<file path="src/ics_pkg.sv">
package ics_pkg;

  localparam int unsigned VALUE_W = 32;
  localparam int unsigned PAIR_W  = 9;
  localparam logic [PAIR_W-1:0] PAIR_MAX = '1;

  typedef struct packed {
    logic signed [VALUE_W-1:0] sample_value;
    logic                      is_final;
  } in_item_t;

  typedef struct packed {
    logic signed [VALUE_W-1:0] sorted_value;
    logic [PAIR_W-1:0]         pair_total;
    logic                      dropped_flag;
    logic                      end_of_run;
  } out_item_t;

  typedef enum logic [1:0] {
    S_IDLE,
    S_CMP,
    S_INS,
    S_EMIT
  } state_e;

  typedef struct packed {
    logic capture;
    logic drop;
    logic compare;
    logic insert;
    logic emit_load;
  } dp_cmd_t;

  typedef struct packed {
    logic full;
    logic in_final;
    logic held_final;
    logic emit_last;
    logic out_free;
  } dp_st_t;

endpackage

</file>
<file path="src/ics_ctrl.sv">
module ics_ctrl (
  input  logic            clk_i,
  input  logic            rst_ni,
  input  logic            in_valid_i,
  output logic            in_ready_o,
  input  ics_pkg::dp_st_t st_i,
  output ics_pkg::dp_cmd_t cmd_o
);

  ics_pkg::state_e state_q, state_d;

  always_comb begin
    state_d = state_q;
    unique case (state_q)
      ics_pkg::S_IDLE: begin
        if (in_valid_i) begin
          if (!st_i.full) begin
            state_d = ics_pkg::S_CMP;
          end else if (st_i.in_final) begin
            state_d = ics_pkg::S_EMIT;
          end
        end
      end
      ics_pkg::S_CMP: begin
        state_d = ics_pkg::S_INS;
      end
      ics_pkg::S_INS: begin
        state_d = st_i.held_final ? ics_pkg::S_EMIT : ics_pkg::S_IDLE;
      end
      ics_pkg::S_EMIT: begin
        if (st_i.out_free && st_i.emit_last) begin
          state_d = ics_pkg::S_IDLE;
        end
      end
      default: state_d = ics_pkg::S_IDLE;
    endcase
  end

  always_comb begin
    cmd_o      = '0;
    in_ready_o = 1'b0;
    unique case (state_q)
      ics_pkg::S_IDLE: begin
        in_ready_o    = 1'b1;
        cmd_o.capture = in_valid_i;
        cmd_o.drop    = in_valid_i & st_i.full;
      end
      ics_pkg::S_CMP:  cmd_o.compare   = 1'b1;
      ics_pkg::S_INS:  cmd_o.insert    = 1'b1;
      ics_pkg::S_EMIT: cmd_o.emit_load = st_i.out_free;
      default: ;
    endcase
  end

  always_ff @(posedge clk_i or negedge rst_ni) begin
    if (!rst_ni) begin
      state_q <= ics_pkg::S_IDLE;
    end else begin
      state_q <= state_d;
    end
  end

endmodule

</file>
<file path="src/ics_datapath.sv">
module ics_datapath #(
  parameter int unsigned MAX_ITEMS = 32
) (
  input  logic               clk_i,
  input  logic               rst_ni,
  input  ics_pkg::in_item_t  in_data_i,
  input  ics_pkg::dp_cmd_t   cmd_i,
  output ics_pkg::dp_st_t    st_o,
  input  logic               out_ready_i,
  output logic               out_valid_o,
  output ics_pkg::out_item_t out_data_o
);

  localparam int unsigned CW = $clog2(MAX_ITEMS + 1);
  localparam int unsigned SW = ((CW > ics_pkg::PAIR_W) ? CW : ics_pkg::PAIR_W) + 1;
  localparam logic [CW-1:0] FULL_LEVEL = CW'(MAX_ITEMS);

  logic signed [ics_pkg::VALUE_W-1:0] store_q [MAX_ITEMS];
  logic signed [ics_pkg::VALUE_W-1:0] store_d [MAX_ITEMS];
  logic signed [ics_pkg::VALUE_W-1:0] val_q;
  logic                               final_q;
  logic [MAX_ITEMS-1:0]               gt_q, gt_d, valid_mask;
  logic [CW-1:0]                      fill_q, fill_d, ins_pos, greater;
  logic [ics_pkg::PAIR_W-1:0]         pairs_q, pairs_d;
  logic                               ovf_q, ovf_d;
  logic [SW-1:0]                      pair_sum;
  logic                               out_valid_q, out_valid_d;
  ics_pkg::out_item_t                 out_data_q;

  always_comb begin
    for (int i = 0; i < MAX_ITEMS; i++) begin
      valid_mask[i] = (CW'(i) < fill_q);
      gt_d[i]       = valid_mask[i] && (store_q[i] > val_q);
    end
  end

  always_comb begin
    ins_pos = fill_q;
    for (int i = MAX_ITEMS - 1; i >= 0; i--) begin
      if (gt_q[i]) begin
        ins_pos = CW'(i);
      end
    end
  end

  assign greater  = fill_q - ins_pos;
  assign pair_sum = SW'(pairs_q) + SW'(greater);

  always_comb begin
    for (int i = 0; i < MAX_ITEMS; i++) begin
      store_d[i] = store_q[i];
      if (cmd_i.insert) begin
        if (i > 0 && gt_q[(i > 0) ? i - 1 : 0]) begin
          store_d[i] = store_q[(i > 0) ? i - 1 : 0];
        end else if (gt_q[i] || (CW'(i) == fill_q)) begin
          store_d[i] = val_q;
        end
      end else if (cmd_i.emit_load && (i < MAX_ITEMS - 1)) begin
        store_d[i] = store_q[(i < MAX_ITEMS - 1) ? i + 1 : i];
      end
    end
  end

  always_comb begin
    fill_d  = fill_q;
    pairs_d = pairs_q;
    ovf_d   = ovf_q;
    if (cmd_i.drop) begin
      ovf_d = 1'b1;
    end
    if (cmd_i.insert) begin
      fill_d  = fill_q + CW'(1);
      pairs_d = (pair_sum > SW'(ics_pkg::PAIR_MAX)) ? ics_pkg::PAIR_MAX
                                                     : pair_sum[ics_pkg::PAIR_W-1:0];
    end
    if (cmd_i.emit_load) begin
      fill_d = fill_q - CW'(1);
      if (st_o.emit_last) begin
        pairs_d = '0;
        ovf_d   = 1'b0;
      end
    end
  end

  always_comb begin
    out_valid_d = out_valid_q;
    if (cmd_i.emit_load) begin
      out_valid_d = 1'b1;
    end else if (out_ready_i) begin
      out_valid_d = 1'b0;
    end
  end

  always_ff @(posedge clk_i or negedge rst_ni) begin
    if (!rst_ni) begin
      fill_q      <= '0;
      pairs_q     <= '0;
      ovf_q       <= 1'b0;
      out_valid_q <= 1'b0;
    end else begin
      fill_q      <= fill_d;
      pairs_q     <= pairs_d;
      ovf_q       <= ovf_d;
      out_valid_q <= out_valid_d;
    end
  end

  always_ff @(posedge clk_i) begin
    store_q <= store_d;
    if (cmd_i.capture) begin
      val_q   <= in_data_i.sample_value;
      final_q <= in_data_i.is_final;
    end
    if (cmd_i.compare) begin
      gt_q <= gt_d;
    end
    if (cmd_i.emit_load) begin
      out_data_q.sorted_value <= store_q[0];
      out_data_q.pair_total   <= pairs_q;
      out_data_q.dropped_flag <= ovf_q;
      out_data_q.end_of_run   <= st_o.emit_last;
    end
  end

  assign st_o.full       = (fill_q == FULL_LEVEL);
  assign st_o.in_final   = in_data_i.is_final;
  assign st_o.held_final = final_q;
  assign st_o.emit_last  = (fill_q == CW'(1));
  assign st_o.out_free   = !out_valid_q || out_ready_i;

  assign out_valid_o = out_valid_q;
  assign out_data_o  = out_data_q;

`ifndef NO_ASSERTIONS
  a_fill_bound: assert property (@(posedge clk_i) disable iff (!rst_ni)
    fill_q <= FULL_LEVEL)
    else $error("fill level beyond capacity");

  a_insert_grows: assert property (@(posedge clk_i) disable iff (!rst_ni)
    cmd_i.insert |=> fill_q == $past(fill_q) + CW'(1))
    else $error("insert did not advance fill level");

  a_gt_thermo: assert property (@(posedge clk_i) disable iff (!rst_ni)
    cmd_i.insert |-> ((gt_q & ~(gt_q >> 1) & (valid_mask >> 1)) == '0))
    else $error("greater mask not contiguous");

  a_emit_nonempty: assert property (@(posedge clk_i) disable iff (!rst_ni)
    cmd_i.emit_load |-> fill_q != '0)
    else $error("emission from empty store");
`endif

endmodule

</file>
<file path="src/inversion_count_sorter.sv">
// Inversion-counting sorter.
// Input channel (in_valid_i/in_ready_o/in_data_i): one signed value per transaction,
// is_final marks the last value of a set. Output channel (out_valid_o/out_ready_i/
// out_data_o): on the final value the stored set leaves in ascending order, every
// transaction carrying the inversion total and drop flag, end_of_run on the last one.
// Flow: a stored value keeps the input closed while it is accepted, compared in
// parallel against all stored entries and shift-inserted; a value dropped because
// the store already holds MAX_ITEMS entries is consumed on accept. After the final
// value, emission (following its insert, or its accept when it was dropped) shifts
// the store out through one output register at one transaction per cycle while the
// receiver is ready. The input stays closed during emission and reopens the cycle
// after the last result is loaded into the output register.
// A receiver stall holds the output register and pauses the drain; nothing is lost.
// Reset empties the store, clears the count and drop flag and the output valid flag.
module inversion_count_sorter #(
  parameter int unsigned MAX_ITEMS = 32
) (
  input  logic               clk_i,
  input  logic               rst_ni,
  input  logic               in_valid_i,
  output logic               in_ready_o,
  input  ics_pkg::in_item_t  in_data_i,
  output logic               out_valid_o,
  input  logic               out_ready_i,
  output ics_pkg::out_item_t out_data_o
);

  ics_pkg::dp_cmd_t cmd;
  ics_pkg::dp_st_t  st;

  ics_ctrl u_ctrl (
    .clk_i      (clk_i),
    .rst_ni     (rst_ni),
    .in_valid_i (in_valid_i),
    .in_ready_o (in_ready_o),
    .st_i       (st),
    .cmd_o      (cmd)
  );

  ics_datapath #(
    .MAX_ITEMS (MAX_ITEMS)
  ) u_datapath (
    .clk_i       (clk_i),
    .rst_ni      (rst_ni),
    .in_data_i   (in_data_i),
    .cmd_i       (cmd),
    .st_o        (st),
    .out_ready_i (out_ready_i),
    .out_valid_o (out_valid_o),
    .out_data_o  (out_data_o)
  );

endmodule
</file>
<file path="config.mk">
export PLATFORM = sky130hd
export DESIGN_NAME = inversion_count_sorter
export DESIGN_NICKNAME = d
export VERILOG_FILES = /design/src/ics_pkg.sv /design/src/ics_ctrl.sv /design/src/ics_datapath.sv /design/src/inversion_count_sorter.sv
export SDC_FILE = /design/constraint.sdc
export NUM_CORES = 2
export LEC_CHECK = 0
export ABC_CLOCK_PERIOD_IN_PS = 9500
export BUFFER_PORTS_ARGS = -buffer_cell sky130_fd_sc_hd__buf_2
export CAP_MARGIN = 20
export CORE_MARGIN = 4
export CORE_UTILIZATION = 45
export DETAILED_ROUTE_END_ITERATION = 8
export SETUP_SLACK_MARGIN = 0.3
export SYNTH_ARGS = -nofsm -noshare
export SYNTH_HDL_FRONTEND = slang
export SYNTH_SLANG_ARGS = --single-unit
</file>
<file path="constraint.sdc">
create_clock -name clk_i -period 9.5 [get_ports clk_i]
set_input_delay 0.475 -clock clk_i [delete_from_list [all_inputs] [get_ports clk_i]]
set_output_delay 0.475 -clock clk_i [all_outputs]
set_load 0.01 [all_outputs]
</file>
### Yosys cells after proc, flatten, opt, wreduce, memory -nomap -nowiden

Index checks and enable logic that the tools add are counted.

| cells by class | value |
|---|---|
| $add $sub $neg | 4 |
| $lt $le $gt $ge | 65 |
| eq/ne operators | 70 |
| mux-type cells | 179 |
| bitwise operators | 1 |
| reduce and logical (&&, ||, !) cells | 105 |

Operators with widths:

| kind | count |
|---|---|
| $mux W32 | 125 |
| $gt A32 B32 Y1 | 32 |
| $mux W6 | 34 |
| $eq A5 B6 Y1 const A | 16 |
| $lt A5 B6 Y1 const A | 16 |
| $ne A3 B1 Y1 const B | 30 |
| $reduce_and A2 Y1 | 32 |
| $eq A4 B6 Y1 const A | 8 |
| $lt A4 B6 Y1 const A | 8 |
| $mux W9 | 4 |
| $logic_and A1 B1 Y1 | 33 |
| $logic_or A1 B1 Y1 | 33 |
| $eq A3 B6 Y1 const A | 4 |
| $lt A3 B6 Y1 const A | 4 |
| $eq A2 B6 Y1 const A | 2 |
| $lt A1 B6 Y1 const A | 2 |
| $lt A2 B6 Y1 const A | 2 |
| $mux W2 | 6 |
| $add A9 B6 Y10 | 1 |
| $gt A10 B9 Y1 const B | 1 |
| $mux W1 | 9 |
| $pmux W2 S4 | 1 |
| $add A6 B1 Y6 const B | 1 |
| $eq A1 B6 Y1 const A | 1 |
| other kinds (15) | 19 |

| word-level totals | value |
|---|---|
| register bits | 1,151 |
| output and inout bits | 45 |

### Depth between registers and ports, before layout

| logic depth | value |
|---|---|
| depth in word-level cells | 39 |
| gate-level depth with buffers | 21 |
| gate-level depth less buffers | 20 |

### Modules after synthesis

A second synthesis with hierarchy kept.

| second synthesis, totals | value |
|---|---|
| cell total of the unflattened synthesis | 7,612 |
| area total of the unflattened synthesis | 79,429.9 µm² |

By module, submodules not included:

| module | times used | cells each | area each (µm²) | sequential area each (µm²) |
|---|---|---|---|---|
| ics_datapath | 1 | 7,596 | 79,274.8 | 34,418.0 |
| ics_ctrl | 1 | 16 | 155.1 | 50.0 |

### Worst setup path before layout

No wires, ideal clock.

| path | value |
|---|---|
| path type | input-to-reg |
| from | input port out_ready_i |
| to | register u_datapath.store_q[128] (netlist name) (enable) |
| setup time | 0.441 ns |
| arrival | 3.463 ns |
| slack | 5.596 ns |
| stages on the path | 6 |
| path buffers | 1 |
| cells stage by stage | nand2b_1 nand3_1 inv_2 nor2_1 clkbuf_1 a31oi_1 |

RTL lines:

| what | line | source |
|---|---|---|
| from (decl) | inversion_count_sorter.sv:24 | `input logic out_ready_i,` |
| to (signal assigned) | ics_datapath.sv:109 | `store_q <= store_d;` |
| to (decl) | ics_datapath.sv:18 | `logic signed [ics_pkg::VALUE_W-1:0] store_q [MAX_ITEMS];` |

### Worst setup path after layout

| path | value |
|---|---|
| from | register u_datapath.gt_q[19] |
| to | register u_datapath.pairs_q[0] (netlist name) |

| between the ends | value |
|---|---|
| word-level cells in the longest chain between the ends | 27 |

Ends and longest elaborated chain:

| what | line | source |
|---|---|---|
| from (decl) | ics_datapath.sv:22 | `logic [MAX_ITEMS-1:0] gt_q, gt_d, valid_mask;` |
| from (signal assigned) | ics_datapath.sv:115 | `gt_q <= gt_d;` |
| $mux W6 * (20 in a row) | ics_datapath.sv:40 | `if (gt_q[i]) begin` |
| $sub A6 B6 Y6 * | ics_datapath.sv:46 | `assign greater = fill_q - ins_pos;` |
| $add A9 B6 Y10 * | ics_datapath.sv:47 | `assign pair_sum = SW'(pairs_q) + SW'(greater);` |
| $gt A10 B9 Y1 | ics_datapath.sv:73 | `pairs_d = (pair_sum > SW'(ics_pkg::PAIR_MAX)) ? ics_pkg::PAIR_MAX` |
| $mux W9 * | ics_datapath.sv:73 |  |
| $mux W9 * | ics_datapath.sv:71 | `if (cmd_i.insert) begin` |
| $mux W9 | ics_datapath.sv:78 | `if (st_o.emit_last) begin` |
| $mux W9 * | ics_datapath.sv:76 | `if (cmd_i.emit_load) begin` |
| via u_datapath.pairs_d, one bit | ics_datapath.sv:24 | `logic [ics_pkg::PAIR_W-1:0] pairs_q, pairs_d;` |
| to (signal assigned) | ics_datapath.sv:102 | `pairs_q <= pairs_d;` |
| to (decl) | ics_datapath.sv:24 |  |

The timed path passes the listed nets; every way through them passes the cells marked *.
A chain may end at the register's enable or synchronous reset.

==> reports/metrics.yaml <==
power:
  ir_worst_vdd_uv: 259.2
  p_int_uw: 19760
  clkPwrFrac_pct: 14.2
  powerDensity_nw_per_um2: 418.5
  p_comb_share_pct: 49.0
  p_leak_uw: 0.03659
  swShare_pct: 45.98
  p_switching_uw: 16820
  pwr-share-seq_pct: 36.8
timing:
  tightestPinTransition_ns: 1.134
  finalHoldViolations: 0
  period_minus_slack_ns: 5.282
  finalMaxSlewViolations: 0
  slew-limit-headroom_pct: 24.37
  whs_ns: 0.08388
  post-route-period-util_pct: 55.60
  fmax_mhz: 189.3
  setup-tns-final_ns: 0
  rsz0062_at_grt: "false"
  setup_viol: 0
  finClkSkew_ns: 0.03421
finish:
  final_common_cell: "o21ai_0"
  drive_gt1_share_pct: 6.767
  final_area_sq_um: 87400
  layout_common_cells: "1194 x o21ai_0, 1182 x nand2_1, 1132 x edfxtp_1"
  final_util_pct: 50.00
  fin_cells: 10070
  syn_to_final_growth_pct: 9.940
  final_nets: 8715
synth:
  synth-async-reset-ratio_pct: 1.651
  ys_seq_area_share_pct: 43.36
  yosysTopAreaCell: "edfxtp_1"
  synth.cell_area_sq_um: 79490
  synth_top_cells_by_area: "edfxtp_1 43%, ha_1 16%, mux2i_1 12%"
  synth_edf_count: 1132
  synth_area_per_cell_sq_um: 10.36
  ys_types: 79
  netlist.area_leader.share_pct: 42.76
  yosys_warnings: 0
  ys_ff_latch: 1151
  netlist_instances: 7672
  ys.flop_type: "edfxtp_1"
  synth.net_count: 8751
worst_setup_path:
  reg2reg_from: "u_datapath.gt_q[19]"
  rr_worst_depth: 16
  startpoint_type: "flop"
  reg2reg_slack_ns: 4.22
  required_ns: 10.15
  timing.rr.end: "u_datapath.pairs_q[0]"
  endpoint_kind: "flop"
  startpoint: "u_datapath.gt_q[19]"
  endpoint: "u_datapath.pairs_q[0]"
  arrival_ns: 5.93
  criticalPathCategory: "reg2reg"
  cp_max_fo: 20
placement:
  gp_congestion: 0.9359
  dpl.cell_count: 9776
  dpl.hpwl_microns: 197000
  io_buffers: 81
  placed_cell_area_sq_um: 82610
cts:
  clk_latency_ns: 0.81
  cts.path.max_buffers: 3
  post_cts_buffers: 0
  cts_root_buffer: "clkbuf_16"
  cts_tree: "done"
  cts-resized-gates: 0
  path_clk_slew_ns: 0.06
  cts_max_level: 4
  clock-sinks: 1151
  numCtsBuffers: 142
die:
  io_pins: 82
  dieWidth_microns: 428.3
  fp.coreArea_sq_um: 174800
  die_y_microns: 428.3
  rows: 153
  start_util_pct: 45.48
  die_area_sq_um: 183400
global_route:
  antenna_found_initial: 4
  grt_pass1_vias: 62180
  grt_pass1_wl_microns: 411300
  grt_max_degree: 262
  grt_overflow: 0
  grt_util_all_layers_pct: 29.44
route:
  post-route-drc-count: 0
  routed_wl_microns: 280900
  viasPerCell: 6.388
  ant_nets: 0
  wl_per_cell_microns: 27.89
  vias: 64340
  dr.pass1.iters: 7
  first_iter_violations: 7304
outcome:
  status: "complete, no violations"
min_path:
  min_path_type: "in2reg"
job:
  drv_cap: 0
how the worst min path moves through the flow:
| stage | slack, ns | from | cells past startpoint | endpoint |
|---|---|---|---|---|
| 2_1_floorplan | 0.18 | rst_ni | 0 | u_ctrl.state_q[0] |
| 3_3_place_gp | 0.44 | u_datapath.ovf_q | 0 | u_datapath.out_data_o[1] |
| 3_5_place_dp | 0.45 | u_datapath.ovf_q | 0 | u_datapath.out_data_o[1] |
| 4_1_cts | 0.03 | in_valid_i | 3 | u_datapath.ovf_q |
| 5_1_grt | 0.08 | in_valid_i | 3 | u_datapath.ovf_q |
| 6_report | 0.08 | in_valid_i | 3 | u_datapath.ovf_q |
cell families (layout without fill, tap and decap cells):
group           Yosys count  in the layout  synth area share, %
buf+inv                 583            654                2.942
other cells               0              4                    0
simple gates           1951           1951                10.86
flops                  1151           1151                43.36
xor+xnor                 19             19               0.2093
mux                     971            971                12.23
fa+ha+maj              1042           1042                16.42
compound gates         1955           1955                13.99
layout make-up:
| cell class | count | area, sq um |
|---|---|---|
| timing repair buffer | 285 | 2202 |
| sequential | 1151 | 34470 |
| tap | 2325 | 2909 |
| fill | 15880 | 87380 |
| multi-input combinational | 5938 | 43070 |
| clock inverter | 66 | 470.5 |
| inverter | 118 | 442.9 |
| clock buffer | 185 | 3821 |
| antenna | 4 | 10.01 |
sequential cells by signal, indices dropped and copies added (netlist names):
signal,count
u_datapath.store_q,1024
u_datapath.val_q,32
u_datapath.fill_q,6
u_datapath.out_valid_o,1
u_datapath.pairs_q,9
u_ctrl.state_q,2
u_datapath.final_q,1
u_datapath.gt_q,32
u_datapath.out_data_o,43
u_datapath.ovf_q,1
metal layers:
| layer | GRT usage, % | vias to the layer above | wire [microns] |
|---|---|---|---|
| li1 | - | 29050 | - |
| met1 | 42.58 | 31620 | 124200 |
| met2 | 43.89 | 3145 | 120300 |
| met3 | 5.228 | 517 | 25040 |
| met4 | 11.21 | 2 | 11410 |
| met5 | 0 | - | 17 |
through the flow:
step,setup slack [ns],total power [uW]
after global routing,3.873,38920
after floorplan,5.596,24320
after detailed placement,4.389,30790
after global placement,4.348,30130
final,4.218,36580
after CTS,4.377,36060
what timing repair did:
action,in CTS,in global routing
hold endpoints to repair,52,0
hold buffers,34,0
setup endpoints to repair,0,0
cells in the mapped netlist, drive strengths merged, types with 9 or more instances:
cell type and instances:
nand4 157, nor2b 36, and3 22, nand3 140
a221o 9, nor4 40, a2111oi 25, o21a 35
o22ai 17, a21o 71, nand2 1183, dfrtp 19
nor3 87, inv 118, nand2b 19, or3 10
o2111ai 18, a31oi 40, a221oi 20, and4 30
o31ai 12, xnor2 13, ha 1040, edfxtp 1132
a211o 18, o21bai 16, or2 9, a21oi 273
mux2i 970, a211oi 84, o211ai 48, buf 126
nor2 190, o21ai 1213, clkbuf 339, o221ai 12
power groups by stage:
stage | Clock, uW | Combinational (uW) | Sequential (uW)
3_3_place_gp | 0 | 16800 | 13400
6_report | 5200 | 17900 | 13500
3_5_place_dp | 0 | 17400 | 13400
4_1_cts | 5270 | 17500 | 13300
2_1_floorplan | 0 | 12400 | 11900
5_1_grt | 5480 | 19800 | 13600
worst max-delay path, stage by stage, from the launching register on:
cell and delay [ns]:
edfxtp_1 1.07, buf_4 0.55, nor2_1 0.20, o31ai_1 0.25
o21ai_1 0.10, a31oi_1 0.41, o31ai_1 0.20, fa_1 0.47
a21o_1 0.17, a21oi_1 0.17, xnor2_1 0.18, ha_1 0.30
a21oi_1 0.15, o21ai_1 0.10, and2_1 0.21, o21ai_1 0.44
a31oi_1 0.14
(Power assumes the default switching activity.)
